<file path="src/rtl/kst_pkg.sv">
// Shared types and codes for the keyed sequential table unit.
package kst_pkg;

  // Operation codes; any code with bit 1 set is a read by index
  localparam logic [1:0] MODE_INSERT = 2'd0;
  localparam logic [1:0] MODE_REMOVE = 2'd1;
  localparam int unsigned MODE_READ_BIT = 1;

  // Result status codes
  localparam logic [2:0] ST_INSERTED  = 3'd0;
  localparam logic [2:0] ST_DUPLICATE = 3'd1;
  localparam logic [2:0] ST_FULL      = 3'd2;
  localparam logic [2:0] ST_REMOVED   = 3'd3;
  localparam logic [2:0] ST_NOT_FOUND = 3'd4;
  localparam logic [2:0] ST_READ_OK   = 3'd5;
  localparam logic [2:0] ST_BAD_INDEX = 3'd6;

  // Configuration register map
  localparam logic CFG_IDX_CAPACITY = 1'b0;
  localparam logic [6:0] CAPACITY_RESET = 7'd64;

  // One stored record
  typedef struct packed {
    logic [31:0] key;
    logic [63:0] name_low;
    logic [63:0] name_mid;
    logic [31:0] name_high;
    logic [31:0] price_bits;
  } record_t;

endpackage

</file>
<file path="src/rtl/kst_apb_regs.sv">
// APB-style configuration register block (capacity).
module kst_apb_regs (
  input  logic        clk,
  input  logic        rst_n,
  input  logic        psel,
  input  logic        penable,
  input  logic        pwrite,
  input  logic [2:0]  paddr,
  input  logic [31:0] pwdata,
  output logic [31:0] prdata,
  output logic        pready,
  output logic [6:0]  capacity
);
  import kst_pkg::*;

  logic [6:0] capacity_r;
  logic       wr_en;

  assign pready = 1'b1;
  assign wr_en  = psel && penable && pwrite && (paddr[2] == CFG_IDX_CAPACITY);

  // capacity register
  always_ff @(posedge clk) begin
    if (!rst_n) begin
      capacity_r <= CAPACITY_RESET;
    end else if (wr_en) begin
      capacity_r <= pwdata[6:0];
    end
  end

  // read back
  always_comb begin
    if (paddr[2] == CFG_IDX_CAPACITY) begin
      prdata = {25'd0, capacity_r};
    end else begin
      prdata = 32'd0;
    end
  end

  assign capacity = capacity_r;

endmodule

</file>
<file path="config.mk">
export PLATFORM = sky130hd
export DESIGN_NAME = kst_apb_regs
export DESIGN_NICKNAME = d
export VERILOG_FILES = /design/src/rtl/kst_pkg.sv /design/src/rtl/kst_apb_regs.sv
export SDC_FILE = /design/constraint.sdc
export NUM_CORES = 1
export LEC_CHECK = 0
export CORE_ASPECT_RATIO = 1.2
export CORE_MARGIN = 5
export CORE_UTILIZATION = 35
export CTS_CLUSTER_SIZE = 40
export DETAILED_ROUTE_END_ITERATION = 10
export DONT_BUFFER_PORTS = 1
export PLACE_DENSITY = 0.53
export SLEW_MARGIN = 40
export SYNTH_ARGS = -nofsm -noshare
export SYNTH_HDL_FRONTEND = slang
export SYNTH_SLANG_ARGS = --single-unit
</file>
<file path="constraint.sdc">
create_clock -name clk -period 0.8 [get_ports clk]
set_clock_uncertainty 0.05 [all_clocks]
set_input_delay 0.2 -clock clk [delete_from_list [all_inputs] [get_ports clk]]
set_output_delay 0.2 -clock clk [all_outputs]
set_load 0.02 [all_outputs]
</file>
==> impl_metrics.py <==
metrics = {
    "final_layout": {
        "final_common_cell": "conb_1",
        "insertedDiodeCount": 0,
        "fin_nets": 115,
        "final_cell_mix": "conb_1, nand2_1, and2b_2, mux2i_1",
        "design_area_sq_um": 603.1,
        "n_fill_cell": 165,
        "areaGrowthSynthToFinish_pct": 8.315,
        "drive_gt1_frac": 0.3378,
        "largest_reg_flops": 7,
    },
    "power_and_ir_drop": {
        "p_comb_frac": 0.220,
        "power_frac_seq": 0.406,
        "switching_share": 0.3290,
        "switchingPower_w": 0.0002805,
        "worst_ir_drop_vdd_v": 0.0005771,
        "pwr_density_cell_nw_per_um2": 1414,
        "power_w": 0.0008528,
        "p_int_w": 0.0005723,
        "clkPwrFrac": 0.375,
        "power.leakage_nw": 0.2935,
    },
    "die": {
        "ioPinCount": 80,
        "die_area_sq_um": 2492,
        "chipWidth_um": 46.41,
        "start_util": 0.3755,
        "die_h_um": 53.69,
        "core_area_sq_um": 1483,
        "rows": 15,
    },
    "placed_design": {
        "dp_hpwl_um": 866.4,
        "dp_slack_ps": -120.5,
        "dpl_cell_area_sq_um": 554.3,
        "place_congestion": 0.6514,
        "io_buffers": 0,
    },
    "worst_setup_path": {
        "worst_path_largest_cell_delay_ps": 340,
        "cp-start-kind": "flop",
        "critical_path_class": "reg -> out",
        "slowest_stage": "dfxtp_4",
        "crit_chain": "and2b_2",
        "crit_arrival_ps": 820,
        "worstPathMaxFanout": 2,
        "cp.required_ps": 550,
        "end_kind": "primary output",
        "path_buf_inv": 0,
        "critPathTopFamily": "flip-flops",
    },
    "hold_path": {
        "min_path_type": "in -> reg",
    },
    "synthesis": {
        "synthesis.yosys.warnings": 0,
        "avgSynthCellArea_sq_um": 8.436,
        "synth_cells": 66,
        "ys_ff_latch": 7,
        "ys_seq_area_frac": 0.2517,
        "yosysUniqueCellTypes": 10,
        "synth_area_sq_um": 556.8,
        "netlist.area_leader.share": 0.3506,
        "yosys.area.top_type": "buf_4",
        "ys_top_cells_by_area": "buf_4, dfxtp_1, mux2i_1, and2b_2, nand2_1",
    },
    "grt": {
        "grt_pass1_wl_mm": 1.366,
        "grt_pass1_vias": 323,
        "grt_max_degree": 15,
        "grt_overflow": 0,
        "grt_usage": 0.08137,
        "antenna_found_initial": 0,
    },
    "sta": {
        "timing.final.crit_share": 1.340,
        "fmax_mhz": 932.7,
        "finalHoldViolCount": 0,
        "period_minus_slack_ps": 1072,
        "fin_ws_ps": -272.2,
        "rsz0062_at_grt": "yes",
        "finalSetupViolations": 14,
        "timing.hold.ws_ps": 28.29,
        "maxSlewViolCount": 0,
    },
    "job": {
        "max_cap_violations": 0,
    },
    "routing": {
        "via_per_inst": 3.923,
        "vias": 357,
        "wl_per_cell_um": 11.45,
        "drtAntennaViolNets": 0,
        "drc": 0,
        "drtIter0Drc": 0,
        "totalWireLength_mm": 1.042,
        "drtPass1Iterations": 1,
    },
    "status": {
        "violations": "negative setup slack",
        "outcome": "finished with violations",
    },
    "cts": {
        "insertion_delay_ps": 240,
        "cts.sinks": 7,
        "cts_made_buffers": 3,
        "clk_pin_slew_ps": 50,
        "cts_setup_buffers": 0,
        "hold_buffers": 0,
        "clock_path_buffers": 2,
        "cts-root-buf": "clkbuf_4",
        "cts_tree": "done",
        "htree_levels": 1,
    },
}
## worst reg2reg max path: stages, from the launching register on
cell and delay (ps):
dfxtp_4 330, buf_4 150, nand2_1 50, mux2i_1 50
## per-stage QoR
step / TNS (ps) / utilization / std cells
after global routing: -3389 / 0.4068 / 91
after global placement: -783.5 / 0.3738 / 87
after floorplan: -623.5 / - / 90
final: -2990 / 0.4068 / 91
after detailed placement: -816.6 / 0.3738 / 87
after CTS: -3252 / 0.3992 / 91
## cells in the mapped netlist
library cell / instances
and4b_1: 1
clkbuf_1: 1
conb_1: 2
buf_4: 26
nand2_1: 12
and2b_2: 7
nor2b_1: 2
mux2i_1: 7
buf_6: 1
dfxtp_1: 7
## repair_timing
item	CTS	global route
endpoints found under the setup margin	14	15
gates cloned	0	0
gates resized for setup	3	3
## power groups by stage
stage	registers, W	clock network (W)	logic [W]
5_1_grt	0.000347	0.000360	0.000201
3_3_place_gp	0.000352	0	0.000180
3_5_place_dp	0.000352	0	0.000180
2_1_floorplan	0.000363	0	0.000253
6_report	0.000346	0.000319	0.000187
4_1_cts	0.000345	0.000340	0.000183
## logic make-up after synthesis
family                 synth area share
buffers and inverters            0.3775
other                           0.01349
and+or+nand+nor                  0.2315
muxes                            0.1258
DFF                              0.2517
## metal layers
layer / up-vias / global-route usage / wire (um)
met2: 33 / 0.1284 / 509
met3: 2 / 0.03679 / 205
met5: - / 0 / 0
met1: 153 / 0.07186 / 309
met4: 0 / 0.08531 / 18
li1: 169 / - / -
## cell type report
| class | instances | area, sq um | share of cell area |
|---|---|---|---|
| clock buffers | 4 | 26.28 | 0.04357 |
| multi-input cells | 55 | 296.5 | 0.4917 |
| flip-flops and latches | 7 | 163.9 | 0.2718 |
| well taps | 17 | 21.27 | 0.03527 |
| repair buffers | 8 | 95.09 | 0.1577 |
## path summary, 6_finish.rpt
kind / from / endpoint / slack (ps) / cells after the start
max reg2reg: capacity[3]$_SDFFE_PN0P_ / capacity[3]$_SDFFE_PN0P_ / 50 / 3
min: pwdata[2] / capacity[2]$_SDFFE_PN0P_ / 30 / 2
max: capacity[4]$_SDFFE_PN0P_ / prdata[4] / -270 / 1
min reg2reg: capacity[6]$_SDFFE_PN1P_ / capacity[6]$_SDFFE_PN1P_ / 480 / 2
Note: power is estimated with default switching activity, not from simulation.
